**config.mk**
```make
export PLATFORM = sky130hd
export DESIGN_NAME = xor_checked_frame_unpacker
export DESIGN_NICKNAME = d
export VERILOG_FILES = /design/src/rtl/xcfu_pkg.sv /design/src/rtl/xor_checked_frame_unpacker.sv /design/src/rtl/xcfu_byte_cell.sv /design/src/rtl/xcfu_byte_chain.sv
export VERILOG_INCLUDE_DIRS = /design/src /design/src/rtl
export SDC_FILE = /design/constraint.sdc
export NUM_CORES = 1
export LEC_CHECK = 0
export BUFFER_PORTS_ARGS = -buffer_cell sky130_fd_sc_hd__buf_2
export CORE_ASPECT_RATIO = 0.7
export CORE_MARGIN = 4
export CORE_UTILIZATION = 60
export CTS_BUF_LIST = sky130_fd_sc_hd__clkbuf_16
export DETAILED_ROUTE_END_ITERATION = 10
export GPL_TIMING_DRIVEN = 0
export PLACE_DENSITY = 0.84
export SLEW_MARGIN = 10
export SYNTH_ARGS = -nofsm -noshare
export SYNTH_HDL_FRONTEND = slang
export SYNTH_SLANG_ARGS = --single-unit
```
**constraint.sdc**
```tcl
create_clock -name clock -period 26.9 [get_ports clock]
set_clock_uncertainty 0.05 [all_clocks]
set_input_delay 5.38 -clock clock [delete_from_list [all_inputs] [get_ports clock]]
set_output_delay 5.38 -clock clock [all_outputs]
set_load 0.02 [all_outputs]
```
**src/rtl/assert_macros.svh**
```systemverilog
// ---------------------------------------------------------------------------
// Assertion macros
// Clocked implication checks that disappear in synthesis builds.
// ---------------------------------------------------------------------------
`ifndef ASSERT_MACROS_SVH
`define ASSERT_MACROS_SVH

`ifndef SYNTHESIS
// same-cycle implication
`define XCFU_ASSERT_IMP(lbl, clk, rst, ante, cons) \
   lbl: assert property (@(posedge clk) disable iff (rst) (ante) |-> (cons)) \
      else $error("assertion failed");
// next-cycle implication
`define XCFU_ASSERT_NXT(lbl, clk, rst, ante, cons) \
   lbl: assert property (@(posedge clk) disable iff (rst) (ante) |=> (cons)) \
      else $error("assertion failed");
`else
`define XCFU_ASSERT_IMP(lbl, clk, rst, ante, cons)
`define XCFU_ASSERT_NXT(lbl, clk, rst, ante, cons)
`endif

`endif

```
**src/rtl/xcfu_pkg.sv**
```systemverilog
// ---------------------------------------------------------------------------
// xcfu_pkg
// Types and constants shared by the frame unpacker modules.
// ---------------------------------------------------------------------------
`timescale 1ns / 1ps

package xcfu_pkg;

   localparam int unsigned STORE_DEPTH = 29;

   localparam logic [7:0] HEADER_BYTE = 8'h16;
   localparam logic [7:0] LENGTH_BYTE = 8'd32;
   localparam logic [4:0] POS_HEADER  = 5'd0;
   localparam logic [4:0] POS_LENGTH  = 5'd1;
   localparam logic [4:0] POS_CHECK   = 5'd31;
   localparam logic [3:0] IDX_STATUS  = 4'd0;
   localparam logic [3:0] IDX_FIRST_WORD = 4'd1;
   localparam logic [3:0] IDX_LAST    = 4'd14;

   localparam logic [1:0] ERR_NONE     = 2'd0;
   localparam logic [1:0] ERR_HEADER   = 2'd1;
   localparam logic [1:0] ERR_CHECKSUM = 2'd2;

   typedef struct packed {
      logic [7:0] rx_byte;
      logic       frame_start;
   } req_type;

   typedef struct packed {
      logic [3:0]  field_index;
      logic [15:0] field_value;
      logic [1:0]  frame_error;
      logic        last_field;
   } rsp_type;

   // chain control: shift one place (fill or status), or two places (word)
   typedef struct packed {
      logic shift1;
      logic shift2;
   } chain_ctl_type;

   typedef enum logic [1:0] {
      ST_IDLE  = 2'b01,
      ST_DRAIN = 2'b10
   } state_type;

endpackage

```
**src/rtl/xor_checked_frame_unpacker.sv**
```systemverilog
// ---------------------------------------------------------------------------
// xor_checked_frame_unpacker
// 32-byte sensor frame parser with header, length and XOR checksum checks.
// ---------------------------------------------------------------------------
//
//   channel  dir  handshake              payload
//   req_     in   req_valid/req_ready    xcfu_pkg::req_type (rx_byte, frame_start)
//   rsp_     out  rsp_valid/rsp_ready    xcfu_pkg::rsp_type (index, value, error, last)
//
// One byte transfer per cycle while no drain runs and the output slot is free.
// A good frame end starts a drain of 14 words after the status result: one word
// per cycle, while the output slot is free, leaves the head of the 29-cell byte
// chain, no input taken meanwhile. Error results are a single result, no drain.
// Reset (synchronous) clears state, position, XOR, header flag, word index and
// output valid, not the byte chain. rsp_ready low simply holds the output slot.
// ---------------------------------------------------------------------------
`timescale 1ns / 1ps
`include "assert_macros.svh"

module xor_checked_frame_unpacker (
   input  logic              clock,
   input  logic              reset,
   input  logic              req_valid,
   output logic              req_ready,
   input  xcfu_pkg::req_type req_data,
   output logic              rsp_valid,
   input  logic              rsp_ready,
   output xcfu_pkg::rsp_type rsp_data
);

   xcfu_pkg::state_type     state_ff, state_in;
   logic [4:0]              pos_ff, pos_in;
   logic [7:0]              xor_ff, xor_in;
   logic                    hg_ff, hg_in;
   logic [3:0]              idx_ff, idx_in;
   logic                    rsp_valid_ff, rsp_valid_in;
   xcfu_pkg::rsp_type       rsp_ff, rsp_in;
   xcfu_pkg::chain_ctl_type ctl;

   logic       slot_free;
   logic       req_xfer;
   logic [4:0] pos_eff;
   logic [7:0] xor_eff;
   logic       hg_eff;
   logic [7:0] head0, head1;

   xcfu_byte_chain u_chain (
      .clock      (clock),
      .ctl        (ctl),
      .tail_byte  (req_data.rx_byte),
      .head_byte0 (head0),
      .head_byte1 (head1)
   );

   always_comb begin
      slot_free = !rsp_valid_ff || rsp_ready;
      req_ready = (state_ff == xcfu_pkg::ST_IDLE) && slot_free;
      req_xfer  = req_valid && req_ready;

      // start mark restarts the frame before the byte is taken
      pos_eff = req_data.frame_start ? xcfu_pkg::POS_HEADER : pos_ff;
      xor_eff = req_data.frame_start ? 8'h00 : xor_ff;
      hg_eff  = req_data.frame_start ? 1'b1 : hg_ff;

      state_in     = state_ff;
      pos_in       = pos_ff;
      xor_in       = xor_ff;
      hg_in        = hg_ff;
      idx_in       = idx_ff;
      rsp_valid_in = rsp_valid_ff && !rsp_ready;
      rsp_in       = rsp_ff;
      ctl          = '0;

      if (req_xfer) begin
         if (pos_eff != xcfu_pkg::POS_CHECK) begin
            if (pos_eff == xcfu_pkg::POS_HEADER) begin
               hg_in = (req_data.rx_byte == xcfu_pkg::HEADER_BYTE);
            end else if (pos_eff == xcfu_pkg::POS_LENGTH) begin
               hg_in = hg_eff && (req_data.rx_byte == xcfu_pkg::LENGTH_BYTE);
            end else begin
               ctl.shift1 = 1'b1;   // payload byte enters at the tail
            end
            xor_in = xor_eff ^ req_data.rx_byte;
            pos_in = pos_eff + 5'd1;
         end else begin
            // checksum byte: judge the frame, then restart
            pos_in       = xcfu_pkg::POS_HEADER;
            xor_in       = 8'h00;
            hg_in        = 1'b1;
            rsp_valid_in = 1'b1;
            rsp_in.field_index = xcfu_pkg::IDX_STATUS;
            rsp_in.field_value = 16'h0000;
            rsp_in.last_field  = 1'b1;
            if (!hg_eff) begin
               rsp_in.frame_error = xcfu_pkg::ERR_HEADER;
            end else if (req_data.rx_byte != xor_eff) begin
               rsp_in.frame_error = xcfu_pkg::ERR_CHECKSUM;
            end else begin
               // status byte sits at the head; pop it
               rsp_in.frame_error = xcfu_pkg::ERR_NONE;
               rsp_in.field_value = {8'h00, head0};
               rsp_in.last_field  = 1'b0;
               ctl.shift1         = 1'b1;
               state_in           = xcfu_pkg::ST_DRAIN;
               idx_in             = xcfu_pkg::IDX_FIRST_WORD;
            end
         end
      end else if ((state_ff == xcfu_pkg::ST_DRAIN) && slot_free) begin
         // big-endian word from the two head cells
         rsp_valid_in       = 1'b1;
         rsp_in.field_index = idx_ff;
         rsp_in.field_value = {head0, head1};
         rsp_in.frame_error = xcfu_pkg::ERR_NONE;
         rsp_in.last_field  = (idx_ff == xcfu_pkg::IDX_LAST);
         ctl.shift2         = 1'b1;
         idx_in             = idx_ff + 4'd1;
         if (idx_ff == xcfu_pkg::IDX_LAST) begin
            state_in = xcfu_pkg::ST_IDLE;
         end
      end
   end

   always_ff @(posedge clock) begin
      if (reset) begin
         state_ff     <= xcfu_pkg::ST_IDLE;
         pos_ff       <= xcfu_pkg::POS_HEADER;
         xor_ff       <= 8'h00;
         hg_ff        <= 1'b1;
         idx_ff       <= xcfu_pkg::IDX_STATUS;
         rsp_valid_ff <= 1'b0;
      end else begin
         state_ff     <= state_in;
         pos_ff       <= pos_in;
         xor_ff       <= xor_in;
         hg_ff        <= hg_in;
         idx_ff       <= idx_in;
         rsp_valid_ff <= rsp_valid_in;
      end
   end

   always_ff @(posedge clock) begin
      rsp_ff <= rsp_in;
   end

   assign rsp_valid = rsp_valid_ff;
   assign rsp_data  = rsp_ff;

   // no input taken during a drain
   `XCFU_ASSERT_IMP(a_drain_blocks_req, clock, reset,
      state_ff == xcfu_pkg::ST_DRAIN, !req_ready)
   // a good run ends exactly at the last word index
   `XCFU_ASSERT_IMP(a_ok_last_index, clock, reset,
      rsp_valid_ff && rsp_ff.last_field && rsp_ff.frame_error == xcfu_pkg::ERR_NONE,
      rsp_ff.field_index == xcfu_pkg::IDX_LAST)
   // error results are single, empty and final
   `XCFU_ASSERT_IMP(a_err_shape, clock, reset,
      rsp_valid_ff && rsp_ff.frame_error != xcfu_pkg::ERR_NONE,
      rsp_ff.last_field && rsp_ff.field_value == 16'h0000)
   // drain is over once the final word has been loaded
   `XCFU_ASSERT_NXT(a_drain_done, clock, reset,
      state_ff == xcfu_pkg::ST_DRAIN && slot_free && idx_ff == xcfu_pkg::IDX_LAST,
      state_ff == xcfu_pkg::ST_IDLE)

endmodule

```
**src/rtl/xcfu_byte_cell.sv**
```systemverilog
// ---------------------------------------------------------------------------
// xcfu_byte_cell
// One byte of the payload chain; loads from the neighbor one or two ahead.
// ---------------------------------------------------------------------------
`timescale 1ns / 1ps

module xcfu_byte_cell (
   input  logic                   clock,
   input  xcfu_pkg::chain_ctl_type ctl,
   input  logic [7:0]             near_byte,
   input  logic [7:0]             far_byte,
   output logic [7:0]             cell_byte
);

   logic [7:0] byte_ff;
   logic [7:0] byte_in;

   always_comb begin
      byte_in = byte_ff;
      if (ctl.shift2) begin
         byte_in = far_byte;
      end else if (ctl.shift1) begin
         byte_in = near_byte;
      end
   end

   always_ff @(posedge clock) begin
      byte_ff <= byte_in;
   end

   assign cell_byte = byte_ff;

endmodule

```
**src/rtl/xcfu_byte_chain.sv**
```systemverilog
// ---------------------------------------------------------------------------
// xcfu_byte_chain
// Row of byte cells: fills at the tail, drains from the head.
// ---------------------------------------------------------------------------
`timescale 1ns / 1ps

module xcfu_byte_chain (
   input  logic                    clock,
   input  xcfu_pkg::chain_ctl_type ctl,
   input  logic [7:0]              tail_byte,
   output logic [7:0]              head_byte0,
   output logic [7:0]              head_byte1
);

   localparam int unsigned Depth = xcfu_pkg::STORE_DEPTH;

   // taps: cells, then the tail byte twice past the end
   logic [7:0] tap [Depth+2];

   genvar gi;
   generate
      for (gi = 0; gi < Depth; gi++) begin : g_cell
         xcfu_byte_cell u_cell (
            .clock     (clock),
            .ctl       (ctl),
            .near_byte (tap[gi+1]),
            .far_byte  (tap[gi+2]),
            .cell_byte (tap[gi])
         );
      end
   endgenerate

   assign tap[Depth]   = tail_byte;
   assign tap[Depth+1] = tail_byte;

   assign head_byte0 = tap[0];
   assign head_byte1 = tap[1];

endmodule
```
## Word-level counts from Yosys, hierarchy flattened

Cells that the tools add are included.

- Word-level logic and storage cells: 167
- Output and inout port bits: 25
- Bits of input ports: 13
- Register bits: 276

- Reduce and logical (&&, ||, !) cells: 16
- Mux-type cells: 97
- Add/subtract/negate cells: 2
- Equality and inequality tests: 12
- Bitwise operators: 1

Operator list:

| operator | number |
|---|---|
| 8-bit 2-to-1 mux | 61 |
| 23-bit 2-to-1 mux | 3 |
| 4-bit 2-to-1 mux | 5 |
| 1-bit 2-to-1 mux | 17 |
| 16-bit 2-to-1 mux | 1 |
| 2-bit 2-to-1 mux | 8 |
| 5-bit 2-to-1 mux | 2 |
| 8-bit by 5-bit == test with 1-bit output, second input constant | 1 |
| 8-bit by 6-bit == test with 1-bit output, second input constant | 1 |
| 8-bit != test | 1 |
| 8-bit bitwise XOR | 1 |
| 2-bit nonzero test | 3 |
| 5-bit by 1-bit adder with 5-bit output, second input constant | 1 |
| 5-bit by 1-bit == test with 1-bit output, second input constant | 1 |
| 1-bit logical AND | 5 |
| 5-bit logical NOT | 1 |
| 5-bit != test, second input constant | 1 |
| 5-bit AND reduction | 1 |
| 4-bit by 1-bit adder with 4-bit output, second input constant | 1 |
| 4-bit == test, second input constant | 1 |
| 2-bit != test, second input constant | 2 |
| 2-bit AND reduction | 2 |
| 4-bit AND reduction | 1 |
| 3-bit by 1-bit != test with 1-bit output, second input constant | 1 |
| 5 further kinds | 6 |

## Logic depth before layout (Yosys ltp)

Gate-level depths: netlist of the first run.

- Depth in word-level cells: 8
- Mapped depth: 12

## Modules after synthesis

Synthesis of the first run repeated with hierarchy kept, for this count alone.

- Cells, all modules: 759
- Area total of the unflattened synthesis: 13,300.3 um^2

Modules (own cells, without submodules):

| module | times used | area each (um^2) | cells each |
|---|---|---|---|
| xcfu_byte_cell | 29 | 377.9 | 18 |
| xor_checked_frame_unpacker | 1 | 2,342.2 | 237 |

## Worst setup path before layout of the first run

Ideal clock, no wire load.

- Kind: input -> register
- Start point: input port req_data[0] (netlist bit)
- End point: register u_chain.g_cell[0].u_cell.byte_ff[0], enable pin
- Required time: 26.244 ns
- Stages on the path: 10
- Data arrival time: 12.278 ns
- Path slack: 13.966 ns
- Path buffers: 3
- Cells stage by stage: buf_4 buf_4 buf_2 nor2b_1 ha_1 and4b_1 ha_1 inv_1 nor4_4 or3_1

- Word-level cells in the longest chain between the ends: 7

Ends and longest elaborated chain:

| what | RTL line | source |
|---|---|---|
| start, declared | xor_checked_frame_unpacker.sv:25 | `input xcfu_pkg::req_type req_data,` |
| 8-bit 2-to-1 mux / 5-bit 2-to-1 mux (equally long branches) | xor_checked_frame_unpacker.sv:62, xor_checked_frame_unpacker.sv:61 |  |
| 8-bit != test / 5-bit by 1-bit == test with 1-bit output (equally long branches) | xor_checked_frame_unpacker.sv:96, xor_checked_frame_unpacker.sv:78 |  |
| 1-bit 2-to-1 mux (on tied branches) | xor_checked_frame_unpacker.sv:96, xor_checked_frame_unpacker.sv:78 |  |
| 1-bit 2-to-1 mux (on tied branches) | xor_checked_frame_unpacker.sv:94, xor_checked_frame_unpacker.sv:76 |  |
| 1-bit 2-to-1 mux (*) | xor_checked_frame_unpacker.sv:75 | `if (pos_eff != xcfu_pkg::POS_CHECK) begin` |
| 1-bit 2-to-1 mux (*) | xor_checked_frame_unpacker.sv:74 | `if (req_xfer) begin` |
| 2-bit nonzero test (no source line) (*) | n/a |  |
| end signal, assigned | xcfu_byte_cell.sv:28 | `byte_ff <= byte_in;` |
| end, declared | xcfu_byte_cell.sv:15 | `logic [7:0] byte_ff;` |

Every way passes the cells marked *; elsewhere a longest branch is shown, timed or not.
A chain may end at the register's enable or synchronous reset.

## Worst setup path in the final report of the first run

- Start point: input port rsp_ready
- End point: output port req_ready

- Word-level cells in the longest chain between the ends: 2

Ends and longest elaborated chain:

| what | RTL line | source |
|---|---|---|
| start, declared | xor_checked_frame_unpacker.sv:27 | `input logic rsp_ready,` |
| 1-bit logical OR | xor_checked_frame_unpacker.sv:56 | `slot_free = !rsp_valid_ff \|\| rsp_ready;` |
| 1-bit logical AND | xor_checked_frame_unpacker.sv:57 | `req_ready = (state_ff == xcfu_pkg::ST_IDLE) && slot_free;` |
| end, declared | xor_checked_frame_unpacker.sv:24 | `output logic req_ready,` |

No other way between the ends.

==> results of run 1 <==
[cell families after synthesis]
kind of cell,count (synthesis)
buffers and inverters,76
AND/OR/NAND/NOR,763
adder cells (fa/ha/maj),6
multiplexers,1
XOR/XNOR,15
AO/OA/AOI/OAI,59
flip-flops,276
[tightest hold or removal path: cells and delay by family, from the launching register on]
kind | cells | cell delay [ns]
flip-flops | 1 | 0.33
AND/OR/NAND/NOR | 1 | 0.06
AO/OA/AOI/OAI | 1 | 0.06
[state kept, by name, summed over array words and instances, names as in the netlist]
signal,count
hg_ff,1
idx_ff,4
pos_ff,5
rsp_data,23
rsp_valid,1
state_ff,2
u_chain.g_cell.u_cell.cell_byte,232
xor_ff,8
[final cells by class]
class                      instances  area, µm²
buffer                            71      329.1
clock buffer                      27      675.6
clock inverter                    19      116.4
fill                            1409       6295
inverter                           5      18.77
multi-input combinational        844       3717
sequential                       276       8078
tap                              270      337.8
timing repair buffer              40      285.3
[placed cells by master (no fill, tap or decap), types with 2 or more instances in the layout]
| master | count |
|---|---|
| xnor2_1 | 9 |
| o21ba_2 | 3 |
| nand2b_1 | 8 |
| o21ai_0 | 13 |
| buf_1 | 5 |
| ha_1 | 6 |
| nand4bb_1 | 4 |
| dfxtp_1 | 21 |
| buf_4 | 2 |
| buf_16 | 2 |
| clkinv_2 | 4 |
| a21oi_1 | 6 |
| o32ai_1 | 2 |
| a31oi_1 | 2 |
| inv_1 | 6 |
| and2_1 | 12 |
| edfxtp_1 | 255 |
| o22ai_1 | 2 |
| clkbuf_1 | 30 |
| a211oi_1 | 2 |
| o22ai_2 | 2 |
| nor3_1 | 8 |
| nand4_1 | 6 |
| nor2b_1 | 3 |
| a22o_1 | 8 |
| buf_12 | 2 |
| buf_6 | 2 |
| nor2_1 | 17 |
| nand2_1 | 688 |
| xor2_1 | 6 |
| a22oi_1 | 9 |
| clkbuf_16 | 27 |
| nand3b_1 | 2 |
| nand3_1 | 5 |
| inv_6 | 2 |
| clkinv_1 | 10 |
| buf_2 | 66 |
[final timing paths]
kind	to	startpoint	slack, ns	cells past startpoint
hold / removal	pos_ff[4]	pos_ff[4]	0.45	2
setup reg to reg	u_chain.g_cell[22].u_cell.cell_byte[3]	pos_ff[0]	23.04	10
setup / recovery	req_ready	rsp_ready	15.28	5
hold reg to reg	pos_ff[4]	pos_ff[4]	0.45	2
[power breakdown]
group	internal [mW]	switching, mW
sequential	0.483	0.00791
combinational	0.0128	0.0220
clock	0.191	0.154
total	0.687	0.184
[synth_stat cells (all sizes together) (3+ instances only)]
cell       n  area share, %
nor3       9           0.46
nand4bb    4           0.37
o22ai      4           0.31
nor2b      4           0.23
xnor2      9           0.65
o21ai     16           0.75
a21oi      6           0.25
a22oi      9           0.56
o32ai      3           0.28
clkbuf    31           0.97
nand2    688             21
nor2      17           0.53
and2      12           0.62
o21ba      4           0.33
xor2       6           0.43
inv        5           0.15
ha         6           0.62
buf       40            1.7
nand4      6           0.31
nand2b     8           0.41
nand3      5           0.21
a22o       8           0.58
edfxtp   255             63
dfxtp     21            3.5
[per-layer routing]
metal,global-route usage (%),up-vias,part of all wire (%)
li1,-,4098,-
met1,31.95,3992,45
met2,33.12,301,46
met3,3.608,30,7.3
met4,3.955,0,1.4
met5,0,-,0
[stage by stage]
| step | setup WS [ns] | util, % |
|---|---|---|
| floorplan | 13.97 | - |
| global placement | 11.62 | 63.70 |
| detailed placement | 15.30 | 64.30 |
| CTS | 15.29 | 68.29 |
| global route | 15.23 | 68.29 |
| finish | 15.28 | 68.29 |
==> out/results.tsv, run 1 <==
stage	metric	value	unit
floorplan	Die ar.	22600	µm²
synthesis	warnings from Yosys	0	
global_routing	GRT Util Overall	21.14	%
final_layout	# nets final	1283	
critical_path	crit-path cells	buf_2, nand2b_1, buf_2, and2_1, buf_2	
critical_path	Largest delay share family, worst path	buffers and inverters	
global_routing	initial antenna violation count	0	
critical_path	Crit Path Max Fanout	10	
clock_network	Reg clk slew, reported paths	0.06	ns
place	hpwl dp	15690	µm
clock_network	Num Clock Sinks	276	
synthesis	simple-gate share of the synthesized area	25.16	%
synthesis	xor/xnor cell area share of the yosys netlist	1.083	%
global_routing	largest net degree at the start of global routing	66	
drt	Via Count	8421	
final_layout	Cell Count, Final, Fillers Out	1552	
pwr	worst vdd ir	0.04423	mV
timing	Slew HR	50.86	%
pwr	Pwr Density	64.19	nW/µm²
synthesis	Avg Synthesized Cell Area	10.15	µm²
synthesis	flops & latches, synth	276	
drt	First DRT Iteration DRCs	903	
floorplan	Rows	43	
place	placed cell count	1506	
floorplan	Initial Util	61.12	%
critical_path	Crit. End Element	output pin	
final_layout	share of cells above drive strength 1	9.594	%
critical_path	Startpoint Class	input pin	
critical_path	largest stage delay on the critical path	0.24	ns
floorplan	number of placed I/O pins	38	
synthesis	Cells after Synth	1196	
floorplan	Die W	178.0	µm
outcome	run status	finished clean	
drt	drt total wl	23870	µm
clock_network	CTS root buffer	clkbuf_16	
timing	final setup violation count	0	
synthesis	adder-cell share of the synthesized area	0.6187	%
synthesis	Seq/Total Area, Yosys	66.57	%
synthesis	async set-reset flop share out of synthesis	0	%
synthesis	combinational family with the most area after synthesis	simple AND/OR/NAND/NOR gates	
synthesis	post-synth cell types	52	
drt	Avg WL per Cell	15.38	µm
critical_path	Crit Path Class	input pin to output pin	
timing	RSZ-0062 raised after global routing	no	
synthesis	Mapped Area	12130	µm²
place	IO Port Bufs	35	
pwr	total chip power	870.3	µW
clock_network	CTS Buf Count	26	
timing	Worst Max-Slew Pin Slew	0.7371	ns
timing	Slew Limit Fails	0	
min_path	HP Class	flip-flop to flip-flop	
global_routing	first-pass GRT wire length	39360	µm
drt	Vias/cell	5.426	
final_layout	Final Cell Area	13560	µm²
drt	post-detailed-route count of antenna-violating nets	0	
synthesis	EDFF count, synth	255	
synthesis	Main synth FF type	edfxtp_1	
drt	drt first pass iters	6	
global_routing	vias in the first global route	7888	
critical_path	crit path DAT	6.19	ns
clock_network	CTS tree	yes	
critical_path	critical path's slowest cell	buf_2	
synthesis	post-synthesis mux area share	0.08249	%
clock_network	# resized after CTS	0	
run	Max-Cap Viols	0	
synthesis	complex-gate fraction of the synthesized area	3.619	%
final_layout	Layout area overhead	11.73	%
clock_network	hold_buf cts	0	
clock_network	Clock Path Buffers	3	
timing	Hold Fails Final Rpt	0	
timing	hold slack	0.4490	ns
place	Area after DPL	12770	µm²
floorplan	Core Region	19850	µm²
critical_path	CP most frequent cell	buf_2	
clock_network	H-tree levels	1	
final_layout	Inserted Diodes	0	
synthesis	Post-Synthesis Net Count	1215	
floorplan	height of the die	127.0	µm
pwr	LEAKAGE	5.596	nW
timing	f_max	0.08607	GHz
clock_network	post-CTS setup repair buffer count	0	
place	Final GP Congestion	0.8182	
drt	DRC viols	0	
timing	period utilisation layout	43.19	%
timing	crit path time final	11.62	ns
timing	Setup TNS	0	ns
clock_network	Worst-Skew Late Latency	0.53	ns
global_routing	Remaining Overflow, GRT	0	
critical_path	Critical Path RT	21.47	ns
critical_path	CP Buf/Inv Count	3	
Note: power is estimated with default switching activity, not from simulation.
==> inputs of run 2 (changes only) <==
- CORE_UTILIZATION: 60 -> 56
- PLACE_DENSITY: 0.84 -> 0.83
- clock period: 26.9 -> 10 ns (I/O delays scaled with it)
==> run 2 against run 1 <==
  * Final area is 0.69% lower
  * Critical path depth is 7 higher
  * Setup slack worse by 11 ns
  * Non-clock buffer count is 1 lower
  * First-iteration DRC count is 5.0% higher
  * Register-to-register slack worse by 17 ns
  * Wire length is 2.0% higher
  * Global-route usage is 1.4 points lower
  * Highest routed layer unchanged
==> out/results.tsv, run 2 (synthesis results as in run 1) <==
stage	metric	value	unit	change
drt	Avg WL per Cell	15.66	µm	+1.8%
drt	drt first pass iters	5		-1
final_layout	Layout area overhead	10.96	%	
outcome	run status	finished clean		
drt	DRC viols	0		unchanged
timing	Slew HR	44.10	%	-6.8 points
final_layout	final core occ	64.02	%	-4.3 points
min_path	HP Class	flip-flop to flip-flop		
timing	period utilisation layout	55.54	%	
final_layout	Inserted Diodes	0		unchanged
pwr	fraction of power consumed by sequential logic	58.3	%	+1.9 points
critical_path	Crit Path Max Fanout	66		+56
final_layout	Multi-input gate area	3717	µm²	unchanged
pwr	Pwr Density	168.3	nW/µm²	+160%
critical_path	Crit. End Element	flip-flop		
place	Area after DPL	12760	µm²	about the same
clock_network	Num Clock Sinks	276		unchanged
timing	Hold Fails Final Rpt	0		unchanged
pwr	total chip power	2.267	mW	+160%
clock_network	Clock Path Buffers	3		unchanged
floorplan	Core Region	21030	µm²	+5.9%
final_layout	Cell Count, Final, Fillers Out	1554		+0.13%
timing	final setup violation count	0		unchanged
global_routing	first-pass GRT wire length	39650	µm	+0.72%
timing	f_max	0.1800	GHz	
floorplan	height of the die	131.2	µm	+3.3%
global_routing	Remaining Overflow, GRT	0		unchanged
floorplan	Die ar.	24120	µm²	+6.8%
final_layout	share of cells above drive strength 1	9.155	%	-0.44 points
drt	post-detailed-route count of antenna-violating nets	0		unchanged
clock_network	Worst-Skew Late Latency	0.53	ns	about the same
place	placed cell count	1511		+0.33%
critical_path	Startpoint Class	input pin		
pwr	LEAKAGE	5.570	nW	-0.48%
clock_network	# resized after CTS	0		unchanged
place	Final GP Congestion	0.8383		+2.5%
global_routing	largest net degree at the start of global routing	67		+1.5%
clock_network	CTS root buffer	clkbuf_16		
floorplan	Die W	183.9	µm	+3.4%
timing	Final WS setup	4.446	ns	-10.84 ns
clock_network	CTS Buf Count	25		-3.8%
pwr	Net Sw Frac	21.29	%	+0.20 points
clock_network	hold_buf cts	0		unchanged
floorplan	Rows	44		+2.3%
timing	Setup TNS	0	ns	unchanged
final_layout	most common cell after layout, fill and taps aside	nand2_1		
timing	crit path time final	5.554	ns	
floorplan	number of placed I/O pins	38		unchanged
drt	Vias/cell	5.407		-0.35%
pwr	Comb pwr share	4.1	%	about the same
final_layout	Final Cell Area	13460	µm²	-0.69%
clock_network	H-tree levels	1		unchanged
global_routing	initial antenna violation count	0		unchanged
drt	drt total wl	24340	µm	+2.0%
pwr	clock share of power	37.6	%	-2.0 points
pwr	Switch Pwr	482.6	µW	+160%
drt	Via Count	8402		-0.23%
clock_network	Reg clk slew, reported paths	0.06	ns	about the same
place	IO Port Bufs	35		unchanged
final_layout	Filler cells	1598		+13%
clock_network	post-CTS setup repair buffer count	0		unchanged
timing	Slew Limit Fails	0		unchanged
final_layout	register area	8078	µm²	unchanged
place	pre-CTS setup slack	3.946	ns	-11.35 ns
critical_path	Critical Path RT	10.13	ns	-11.34 ns
timing	hold slack	0.4450	ns	-0.003973 ns
critical_path	crit path DAT	5.69	ns	-0.50 ns
drt	First DRT Iteration DRCs	948		+5.0%
pwr	Cell Int Power	1.784	mW	+160%
global_routing	GRT Util Overall	19.74	%	-1.4 points
place	hpwl dp	15780	µm	+0.57%
run	Max-Cap Viols	0		unchanged
timing	Worst Max-Slew Pin Slew	0.8384	ns	+0.1014 ns
final_layout	most frequent cells in the layout	688 x nand2_1, 255 x edfxtp_1, 66 x buf_2, 30 x clkbuf_1, 25 x clkbuf_16		
floorplan	Initial Util	57.70	%	-3.4 points
critical_path	Crit Path Class	input pin to flip-flop		
clock_network	CTS tree	yes		
global_routing	vias in the first global route	7862		-0.33%
final_layout	# nets final	1281		-0.16%
pwr	worst vdd ir	0.1281	mV	+190%
final_layout	max FFs per register	232		unchanged
timing	RSZ-0062 raised after global routing	no		
## run 2: changes by cell type in the layout (fill, tap and decap cells not counted)
cell	previous run	this run
inv_6	2	1
buf_16	2	3
bufinv_16	1	0
clkinvlp_4	1	0
inv_1	6	11
clkinv_1	10	7
clkbuf_16	27	25
buf_12	2	0
## run 2: final cells by class
| class | count | area share (%) |
|---|---|---|
| sequential | 276 | 59.99 |
| multi-input combinational | 844 | 27.61 |
| clock buffer | 25 | 4.646 |
| tap | 276 | 2.565 |
| buffer | 71 | 2.444 |
| timing repair buffer | 39 | 2.026 |
| clock inverter | 18 | 0.5762 |
| inverter | 5 | 0.1394 |
## run 2: worst max-delay path, cell delays in order
cell and delay (ns):
buf_2 0.14, buf_4 0.18, buf_4 0.19, buf_2 0.22, nor2b_1 0.29, ha_1 0.28
and4b_1 0.24, ha_1 0.30, inv_1 0.12, nor4_4 0.51, or3_4 0.77, buf_16 0.37
## run 2: path summary, 6_finish.rpt
kind / startpoint / end / slack (ns) / cells past startpoint
min: pos_ff[4] / pos_ff[4] / 0.45 / 2
max reg2reg: pos_ff[0] / u_chain.g_cell[18].u_cell.cell_byte[2] / 6.25 / 8
min reg2reg: pos_ff[4] / pos_ff[4] / 0.45 / 2
max: req_data[0] / u_chain.g_cell[18].u_cell.cell_byte[2] / 4.45 / 12
## run 2: power by group through the flow
stage / logic (mW) / clock network, mW / registers (mW)
floorplan: 0.0664 / 0 / 1.35
global placement: 0.0836 / 0 / 1.36
detailed placement: 0.0929 / 0 / 1.34
CTS: 0.0938 / 0.870 / 1.32
global route: 0.105 / 0.916 / 1.32
finish: 0.0934 / 0.853 / 1.32
## run 2: layer usage
| metal | global-route usage (%) | vias to the layer above | share of wire, % |
|---|---|---|---|
| li1 | - | 4093 | - |
| met2 | 30.96 | 291 | 46 |
| met5 | 0 | - | 0 |
| met3 | 3.149 | 32 | 7.1 |
| met4 | 3.489 | 0 | 1.2 |
| met1 | 29.91 | 3986 | 45 |
==> inputs of run 3 (changes only) <==
- clock period: 10 -> 4.95 ns (I/O delays scaled with it)
==> run 3 against run 2 <==
  * Register-to-register slack got worse by 4.9 ns
  * Critical path depth is 1 higher
  * Global-route usage increased by 0.089 points
  * Count of clock-buffer cells in the layout increased by 2
  * Clock power up 150%
  * Total power grew 120%
  * Core utilization is 1.0 points higher
  * First-iteration DRC count fell by 16%
==> out/results.tsv, run 3 (synthesis results as in run 1) <==
stage	metric	value	unit	change
floorplan	height of the die	131.2	µm	unchanged
final_layout	# nets final	1283		+0.16%
clock_network	hold_buf cts	0		unchanged
timing	Slew Limit Fails	0		unchanged
clock_network	Reg clk slew, reported paths	0.06	ns	about the same
timing	Slew HR	55.71	%	+12 points
final_layout	Final Cell Area	13680	µm²	+1.6%
drt	First DRT Iteration DRCs	793		-16%
floorplan	Die ar.	24120	µm²	unchanged
critical_path	Crit Path Class	input pin to flip-flop		
floorplan	Die W	183.9	µm	unchanged
run	Max-Cap Viols	0		unchanged
critical_path	Startpoint Class	input pin		
critical_path	Critical Path RT	5.08	ns	-5.05 ns
floorplan	Initial Util	57.70	%	unchanged
place	Final GP Congestion	0.8253		-1.6%
final_layout	Filler cells	1580		-1.1%
clock_network	CTS tree	yes		
global_routing	vias in the first global route	8050		+2.4%
clock_network	CTS Buf Count	26		+4.0%
drt	Vias/cell	5.407		about the same
critical_path	reg2reg path depth	9		+1
place	Area after DPL	12780	µm²	+0.16%
timing	f_max	0.2285	GHz	
floorplan	number of placed I/O pins	38		unchanged
drt	DRC viols	0		unchanged
timing	final setup violation count	0		unchanged
timing	period utilisation layout	88.41	%	
global_routing	Remaining Overflow, GRT	0		unchanged
timing	crit path time final	4.376	ns	
pwr	LEAKAGE	5.667	nW	+1.7%
final_layout	share of cells above drive strength 1	9.891	%	+0.74 points
timing	Hold Fails Final Rpt	0		unchanged
clock_network	# resized after CTS	0		unchanged
drt	post-detailed-route count of antenna-violating nets	0		unchanged
global_routing	first-pass GRT wire length	40050	µm	+1.0%
floorplan	Rows	44		unchanged
final_layout	most frequent cells in the layout	688 x nand2_1, 255 x edfxtp_1, 66 x buf_2, 30 x clkbuf_1, 27 x clkbuf_16		
outcome	run status	finished clean		
drt	drt first pass iters	5		unchanged
clock_network	Num Clock Sinks	276		unchanged
global_routing	largest net degree at the start of global routing	67		unchanged
pwr	Pwr Density	361.7	nW/µm²	+110%
min_path	HP Class	flip-flop to flip-flop		
global_routing	GRT Util Overall	19.83	%	+0.089 points
place	IO Port Bufs	35		unchanged
timing	Worst Max-Slew Pin Slew	0.6643	ns	-0.1741 ns
timing	RSZ-0062 raised after global routing	no		
critical_path	Crit. End Element	flip-flop		
final_layout	most common cell after layout, fill and taps aside	nand2_1		
clock_network	CTS root buffer	clkbuf_16		
pwr	worst vdd ir	0.2288	mV	+79%
final_layout	final core occ	65.06	%	+1.0 points
clock_network	Worst-Skew Late Latency	0.53	ns	about the same
drt	Via Count	8435		+0.39%
clock_network	Clock Path Buffers	3		unchanged
drt	drt total wl	24200	µm	-0.55%
min_path	hold path depth	2		unchanged
place	hpwl dp	15750	µm	-0.17%
clock_network	post-CTS setup repair buffer count	0		unchanged
clock_network	H-tree levels	1		unchanged
global_routing	initial antenna violation count	0		unchanged
drt	Avg WL per Cell	15.51	µm	-0.94%
final_layout	max FFs per register	232		unchanged
critical_path	crit path DAT	4.51	ns	-1.18 ns
final_layout	Layout area overhead	12.76	%	
final_layout	Inserted Diodes	0		unchanged
critical_path	Crit Path Max Fanout	66		unchanged
floorplan	Core Region	21030	µm²	unchanged
[run 3: critical path: stages]
cell	delay, ns
buf_2	0.13
buf_4	0.18
buf_4	0.19
buf_2	0.22
nor2b_1	0.30
ha_1	0.28
and4b_1	0.24
ha_1	0.29
inv_1	0.12
nor4_4	0.36
or3_4	0.50
buf_16	0.30
buf_16	0.32
[run 3: final timing paths]
path / from / slack (ns) / endpoint
max: req_data[0] / 0.57 / u_chain.g_cell[23].u_cell.cell_byte[3]
min: pos_ff[4] / 0.45 / pos_ff[4]
max reg2reg: pos_ff[0] / 1.39 / u_chain.g_cell[23].u_cell.cell_byte[3]
min reg2reg: pos_ff[4] / 0.45 / pos_ff[4]
[run 3: area by class of cell]
type | count | area (µm²) | area share (%)
plain buffers | 71 | 329.1 | 2.405
clock buffers | 27 | 675.6 | 4.938
clock inverters | 21 | 225.2 | 1.646
inverters | 5 | 18.77 | 0.1372
multi-input cells | 844 | 3717 | 27.17
flip-flops and latches | 276 | 8078 | 59.04
well taps | 276 | 345.3 | 2.524
repair buffers | 40 | 292.8 | 2.140
[run 3: stage by stage]
step / power [mW] / cells / setup WS, ns / TNS, ns / hold WS [ns]
2_1_floorplan: 2.842 / 1196 / 0.01169 / 0 / 0.4088
3_3_place_gp: 2.888 / 1507 / -1.099 / -268.19 / 0.4240
3_5_place_dp: 2.905 / 1512 / 0.09262 / 0 / 0.4403
4_1_cts: 4.982 / 1560 / 0.6187 / 0 / 0.4501
5_1_grt: 5.111 / 1560 / 0.3132 / 0 / 0.4809
6_report: 4.949 / 1560 / 0.5736 / 0 / 0.4526
[run 3: power by group]
part / internal [mW] / switching, mW / leakage [nW] / total (mW)
Clock: 1.25 / 0.842 / 0.460 / 2.09
Combinational: 0.0705 / 0.121 / 2.71 / 0.192
Sequential: 2.62 / 0.0438 / 2.50 / 2.67
Total: 3.94 / 1.01 / 5.67 / 4.95
[run 3: layer usage]
layer | wire (µm) | vias to the layer above | global-route usage, %
li1 | - | 4098 | -
met1 | 10920 | 4025 | 29.73
met2 | 11250 | 273 | 31.10
met3 | 1557 | 39 | 2.735
met4 | 473 | 0 | 4.844
met5 | 0 | - | 0
